`src/smx_pkg.sv`:
```
package smx_pkg;

   localparam int FUNC_BITS = 4;
   localparam int PUSH_BITS = 32;
   localparam int TARGET_BITS = 16;
   localparam int VAR_IDX_BITS = 10;
   localparam int NEXT_PC_BITS = 16;
   localparam int TOP_BITS = 32;
   localparam int DEPTH_BITS = 11;
   localparam int STATUS_BITS = 2;

   typedef enum logic [FUNC_BITS-1:0] {
      OP_NOP   = 4'd0,
      OP_PUSH  = 4'd1,
      OP_POP   = 4'd2,
      OP_LOAD  = 4'd3,
      OP_STORE = 4'd4,
      OP_ADD   = 4'd5,
      OP_SUB   = 4'd6,
      OP_MUL   = 4'd7,
      OP_OR    = 4'd8,
      OP_AND   = 4'd9,
      OP_NOT   = 4'd10,
      OP_JMP   = 4'd11,
      OP_JZ    = 4'd12,
      OP_JP    = 4'd13,
      OP_JM    = 4'd14,
      OP_HALT  = 4'd15
   } op_type;

   typedef enum logic [STATUS_BITS-1:0] {
      ST_RUN   = 2'd0,
      ST_HALT  = 2'd1,
      ST_OVER  = 2'd2,
      ST_UNDER = 2'd3
   } status_type;

   typedef struct packed {
      logic stk_we;
      logic var_we;
   } ctl_type;

endpackage

```
`src/smx_exec.sv`:
```
module smx_exec
   import smx_pkg::*;
#(
   parameter int STACK_DEPTH = 1024,
   parameter int VARIABLE_COUNT = 1024,
   parameter int PC_BITS = 16,
   parameter int DATA_BITS = 32,
   parameter int SP_BITS = 11
) (
   input  op_type                      func,
   input  logic signed [PUSH_BITS-1:0] push_value,
   input  logic [TARGET_BITS-1:0]      jump_target,
   input  logic [VAR_IDX_BITS-1:0]     var_index,
   input  logic [DATA_BITS-1:0]        var_data,
   input  logic [PC_BITS-1:0]          pc,
   input  logic [SP_BITS-1:0]          sp,
   input  logic [DATA_BITS-1:0]        top,
   input  logic [DATA_BITS-1:0]        second,
   input  logic [DATA_BITS-1:0]        third,
   input  status_type                  status,
   output logic [PC_BITS-1:0]          pc_in,
   output logic [SP_BITS-1:0]          sp_in,
   output logic [DATA_BITS-1:0]        top_in,
   output logic [DATA_BITS-1:0]        second_in,
   output status_type                  status_in,
   output ctl_type                     ctl
);

   localparam logic [SP_BITS-1:0] SP_FULL = SP_BITS'(STACK_DEPTH);
   localparam logic [SP_BITS-1:0] SP_ONE = SP_BITS'(1);
   localparam logic [SP_BITS-1:0] SP_TWO = SP_BITS'(2);

   logic [PC_BITS-1:0]   pc_inc, tgt;
   logic [DATA_BITS-1:0] pv, load_val, prod;
   logic [SP_BITS-1:0]   need;
   logic                 var_ok, take;

   assign pc_inc = pc + 1'b1;
   assign tgt = PC_BITS'(jump_target);
   assign pv = DATA_BITS'(push_value);
   assign var_ok = 32'(var_index) < VARIABLE_COUNT;
   assign load_val = var_ok ? var_data : '0;
   assign prod = second * top;

   always_comb begin
      case (func)
         OP_POP, OP_STORE, OP_NOT, OP_JZ, OP_JP, OP_JM: need = SP_ONE;
         OP_ADD, OP_SUB, OP_MUL, OP_OR, OP_AND:         need = SP_TWO;
         default:                                      need = '0;
      endcase
   end

   always_comb begin
      case (func)
         OP_JZ:   take = (top == '0);
         OP_JP:   take = (top != '0) && !top[DATA_BITS-1];
         OP_JM:   take = top[DATA_BITS-1];
         default: take = 1'b0;
      endcase
   end

   always_comb begin
      pc_in = pc;
      sp_in = sp;
      top_in = top;
      second_in = second;
      status_in = status;
      ctl = '0;
      if (status != ST_RUN) begin
         status_in = status;
      end else if (sp < need) begin
         status_in = ST_UNDER;
      end else if (((func == OP_PUSH) || (func == OP_LOAD)) && (sp >= SP_FULL)) begin
         status_in = ST_OVER;
      end else begin
         pc_in = pc_inc;
         unique case (func)
            OP_NOP: begin
            end
            OP_PUSH, OP_LOAD: begin
               sp_in = sp + 1'b1;
               top_in = (func == OP_PUSH) ? pv : load_val;
               second_in = top;
               ctl.stk_we = (sp >= SP_TWO);
            end
            OP_POP, OP_STORE: begin
               sp_in = sp - 1'b1;
               top_in = second;
               second_in = third;
               ctl.var_we = (func == OP_STORE) && var_ok;
            end
            OP_ADD, OP_SUB, OP_MUL, OP_OR, OP_AND: begin
               sp_in = sp - 1'b1;
               second_in = third;
               case (func)
                  OP_ADD:  top_in = second + top;
                  OP_SUB:  top_in = second - top;
                  OP_MUL:  top_in = prod;
                  OP_OR:   top_in = second | top;
                  default: top_in = second & top;
               endcase
            end
            OP_NOT: begin
               top_in = {{(DATA_BITS-1){1'b0}}, (top == '0)};
            end
            OP_JMP: begin
               pc_in = tgt;
            end
            OP_JZ, OP_JP, OP_JM: begin
               sp_in = sp - 1'b1;
               top_in = second;
               second_in = third;
               pc_in = take ? tgt : pc_inc;
            end
            OP_HALT: begin
               pc_in = pc;
               status_in = ST_HALT;
            end
            default: begin
               pc_in = pc;
            end
         endcase
      end
   end

endmodule

```
`config.mk`:
```
export PLATFORM = sky130hd
export DESIGN_NAME = smx_exec
export DESIGN_NICKNAME = d
export VERILOG_FILES = /design/src/smx_pkg.sv /design/src/smx_exec.sv
export SDC_FILE = /design/constraint.sdc
export NUM_CORES = 2
export LEC_CHECK = 0
export BUFFER_PORTS_ARGS = -buffer_cell sky130_fd_sc_hd__buf_2
export CAP_MARGIN = 20
export CORE_MARGIN = 2
export CORE_UTILIZATION = 45
export DETAILED_ROUTE_END_ITERATION = 8
export PLACE_DENSITY = 0.68
export REMOVE_ABC_BUFFERS = 1
export SYNTH_ARGS = -nofsm -noshare
export SYNTH_HDL_FRONTEND = slang
export SYNTH_SLANG_ARGS = --single-unit
```
`constraint.sdc`:
```
create_clock -name vclk -period 7.2
set_input_delay 0.36 -clock vclk [all_inputs]
set_output_delay 0.36 -clock vclk [all_outputs]
set_load 0.05 [all_outputs]
```
# Word level (Yosys, flattened, before mapping)
# Memories as Yosys holds them, arrays and structs flattened.
# Index checks and enable logic that the tools add are counted.
op_classes:
  n_addsub: 5
  n_mul: 1
  order_cmp: 3
  eq_ne: 15
  mux: 29
  bitwise_logic: 2
  n_reduce_logical: 13
op_table:
  columns: ["cell", "count"]
  rows:
  - ["one-hot mux 32 bit (4 select lines)", 2]
  - ["2-to-1 mux 32 bit", 7]
  - ["2-to-1 mux 16 bit", 4]
  - ["one-hot mux 32 bit (2 select lines)", 1]
  - ["one-hot mux 16 bit (3 select lines)", 1]
  - ["2-to-1 mux 11 bit", 3]
  - ["adder 32 bit", 1]
  - ["AND 32 bit", 1]
  - ["equality test 4 bit, second input constant", 8]
  - ["logical NOT 32 bit", 1]
  - ["multiplier 32 x 32 -> 32 bit", 1]
  - ["bitwise OR 32 bit", 1]
  - ["nonzero test 32 bit", 1]
  - ["subtractor 32 bit", 1]
  - ["one-hot mux 11 bit (2 select lines)", 1]
  - ["adder 16 x 1 -> 16 bit, second input constant", 1]
  - ["equality test 4 x 3 -> 1 bit, second input constant", 4]
  - ["2-to-1 mux 2 bit", 7]
  - ["adder 11 x 1 -> 11 bit, second input constant", 1]
  - [">= comparator 11 bit, second input constant", 1]
  - [">= comparator 11 x 2 -> 1 bit, second input constant", 1]
  - ["< comparator 11 bit", 1]
  - ["subtractor 11 x 1 -> 11 bit, second input constant", 1]
  - ["OR reduction 10 bit", 1]
  - ["other kinds (11)", 16]
word_totals:
  reg_bits: 0
  mem_bits_ro: 32
  in_bits: 219
  out_inout_bits: 95
  elab_cells: 69
  n_memories: 1
memory_table:
  columns: ["name", "words", "word_bits", "rd", "rd_clocked_by_memory_dff", "write_ports", "line_no", "text"]
  rows:
  - ["(name not given)", 16, 2, 1, 0, 0, "smx_exec.sv:46", "case (func)"]

# Logic depth before layout (Yosys ltp)
depth:
  ltp_word: 8
  ltp_mapped: 28
  mapped_depth_nobuf: 26

# Worst setup path after synthesis
# No wires, ideal clock.
synth_timing:
  path_type: "input to output"
  from: "input port top[7]"
  to: "output port top_in[27]"
  arrival_ps: 7592
  required_ps: 6840
  setup_slack_ps: -752
  cell_stages: 26
  n_path_buf: 2
  path_cell_list: "clkbuf_1 clkbuf_1 and2_1 fa_1 fa_1 fa_1 inv_1 fa_1 inv_1 fa_1 inv_1 fa_1 inv_1 fa_1 fa_1 ha_1 a21o_1 a21o_1 a21oi_1 nor2_1 nor2_1 o311ai_1 nand2_1 xnor2_1 a21oi_1 o32ai_1"
synth_between:
  elab_chain_len: 6
  elab_cells_between_ends: 8
  classes_between: "add/sub (2); mul (1); mux (5)"
synth_lines:
  columns: ["element", "line_no", "text"]
  rows:
  - ["from (decl)", "smx_exec.sv:17", "input logic [DATA_BITS-1:0] top,"]
  - ["multiplier 32 x 32 -> 32 bit (tied with other cells)", "smx_exec.sv:43", "assign prod = second * top;"]
  - ["one-hot mux 32 bit (4 select lines) *", "smx_exec.sv:95", "case (func)"]
  - ["one-hot mux 32 bit (4 select lines) *", "smx_exec.sv:77", "unique case (func)"]
  - ["2-to-1 mux 32 bit *", "smx_exec.sv:73", "end else if (((func == OP_PUSH) || (func == OP_LOAD)) && (sp >= SP_FULL)) begin"]
  - ["2-to-1 mux 32 bit *", "smx_exec.sv:71", "end else if (sp < need) begin"]
  - ["2-to-1 mux 32 bit *", "smx_exec.sv:69", "if (status != ST_RUN) begin"]
  - ["to (decl)", "smx_exec.sv:23", "output logic [DATA_BITS-1:0] top_in,"]
# Every way passes the cells marked *; elsewhere a longest branch is shown, timed or not.

# Worst setup path in the final report
layout_timing:
  from: "input port second[17]"
  to: "output port top_in[29]"
layout_between:
  elab_chain_len: 6
  elab_cells_between_ends: 8
  classes_between: "add/sub (2); mul (1); mux (5)"
layout_lines:
  columns: ["element", "line_no", "text"]
  rows:
  - ["from (decl)", "smx_exec.sv:18", "input logic [DATA_BITS-1:0] second,"]
  - ["multiplier 32 x 32 -> 32 bit (tied with other cells)", "smx_exec.sv:43", null]
  - ["one-hot mux 32 bit (4 select lines) *", "smx_exec.sv:95", null]
  - ["one-hot mux 32 bit (4 select lines) *", "smx_exec.sv:77", null]
  - ["2-to-1 mux 32 bit *", "smx_exec.sv:73", null]
  - ["2-to-1 mux 32 bit *", "smx_exec.sv:71", null]
  - ["2-to-1 mux 32 bit *", "smx_exec.sv:69", null]
# Marks and branches as above.

==> impl_results.md <==
- Final Hold Viols: 0
- I/O Buffers: 304
- Netlist Area Pre-Place: 0.02226 mm²
- Vert. Die Dim: 226.4 µm
- Highest metal used: met5
- Clock buffers: 0
- Netlist cell types: 76
- DIE AREA: 0.05125 mm²
- Initial Util: 0.4556
- Min Tclk post-route: 7.577 ns
- WS Path Type: in2out
- Routability cong.: 0.9808
- Gr usage total: 0.3439
- Post-layout net count: 3986
- Max-slew violations: 0
- Cts hold-fix bufs: 0
- Gate Count Post-Synth: 2798
- Core ar.: 0.04885 mm²
- DR pass1 iterations: 6
- Synthesized area per cell: 7.954 µm²
- Routed wl met3: 8560 µm
- Largest net degree at the start of global routing: 50
- Vias in the first global route: 23.03k
- Global-route wire length before repair: 134200 µm
- Worst slew pin tran: 1.009 ns
- Ports: 314
- Max cap viols: 0
- Vias: 21.97k
- Final worst slack: -0.3768 ns
- HP Class: in2out
- Met2 WL: 40100 µm
- Rows: 81
- Area Overhead vs Synth: 22.44%
- RSZ-0062 raised after global routing: true
- Routed wire length: 86730 µm
- Outcome: complete, but fails checks
- WP data required: 6.84 ns
- DRC errors left: 0
- Fraction of layout cells with a size suffix above 1: 0.2291
- First DRT Iteration DRCs: 1880
- Synth top area cells: fa_1 (37%), ha_1 (9.4%), and2_1 (8.6%)
- Final ANT Viol Nets: 0
- CP endpoint kind: primary output
- Failing checks: setup timing
- Sequential area share after synthesis: 0
- Fin crit share: 1.052
- Post-synth top area share: 0.3688
- Startpoint Class: input port
- Vias per inst: 5.703
- GRT overflow: 0
- Setup violation total in the final timing report: 11
- Most frequent cell after synthesis: fa_1
- Relative slew slack: 0.3249
- Initial antenna violation count: 7
- Crit path DAT: 7.22 ns
- Synth top cells by count: fa_1 (410), inv_1 (397), nand2_1 (344)
- DIE WIDTH: 226.4 µm
- Fmax: 0.1320 GHz
- Wire length per cell: 22.51 µm
- DP Wirelength: 71560 µm
- Yosys top cell by area: fa_1
- Placed cell areas: 0.02608 mm²
- CP max FO: 4
- Metal1 wirelength: 33900 µm
- Design Area, Final: 0.02725 mm²
- Final sequential cell count: 0
- Synth Warn #: 0
- Register area: 0 µm²
-- stage by stage --
step           cells  hold slack, ns  utilization  setup WS [ns]  setup TNS [ns]
6_report        3853           1.139       0.5578        -0.3768          -2.774
5_1_grt         3851           1.161       0.5577        -0.5302          -5.543
4_1_cts         3842           1.134       0.5490        -0.3837          -2.823
3_5_place_dp    3833           1.132       0.5339        -0.7973          -9.499
3_3_place_gp    3832           1.143       0.5337        -0.7636          -8.345
2_1_floorplan   2607          0.9958            -        -0.3623          -1.702
-- critical path, stage by stage --
cell      delay [ns]
buf_6           0.11
buf_6           0.12
buf_8           0.11
and2_4          0.13
fa_2            0.53
fa_2            0.44
fa_1            0.51
inv_2           0.04
fa_1            0.52
inv_1           0.05
fa_1            0.48
fa_1            0.62
fa_1            0.47
fa_1            0.55
ha_4            0.31
nand4_1         0.17
buf_4           0.19
o311ai_4        0.42
a41oi_2         0.17
xnor2_1         0.26
nand2_1         0.14
a21oi_4         0.31
buf_12          0.17
-- cells by family after synthesis --
group           count (synthesis)  synth area share
mux                            35           0.01703
buf+inv                       588            0.1013
compound gates                520            0.1492
simple gates                  915            0.2055
fa+ha+maj                     578            0.4633
xor+xnor                      162           0.06375
-- repair_timing --
| item | CTS | global route |
|---|---|---|
| gates cloned | 1 | 1 |
| endpoints found under the setup margin | 19 | 19 |
| buffers inserted | 8 | 10 |
| pin swaps | 91 | 60 |
| gates resized for setup | 144 | 92 |
-- worst paths after layout --
path | startpoint | end | slack (ns) | cells after the start
worst max-delay path | second[17] | top_in[29] | -0.38 | 23
worst min-delay path | status[1] | status_in[0] | 1.14 | 3
-- routing by layer --
layer,vias to the layer above,track usage
met1,10850,0.4492
li1,9739,-
met5,-,0
met4,6,0.1390
met3,209,0.06311
met2,1169,0.5631
-- final cells by class --
type | count | area, µm²
timing repair buffer | 580 | 4233
fill | 4605 | 21600
inverter | 397 | 1490
antenna | 2 | 5.005
multi-input combinational | 2210 | 20690
tap | 664 | 830.8
-- cells in the final DEF, fill, tap and decap left out, types with 18 or more instances in the layout --
cell	synthesis	layout
o21ai_1	21	29
buf_12	0	21
a22oi_1	41	41
a21oi_1	131	122
a21o_1	24	24
nand2_1	344	342
buf_6	5	35
nor2_1	132	128
ha_1	168	152
o21ai_0	133	122
inv_1	397	391
mux2_2	19	19
and2_4	0	18
and2_1	307	288
xnor2_1	114	110
nor3_1	42	37
fa_1	410	395
buf_4	0	245
xor2_1	48	46
buf_2	7	264
Power is not shown: default switching activity piles up to over one toggle a cycle in this logic, so the estimate is an artifact.
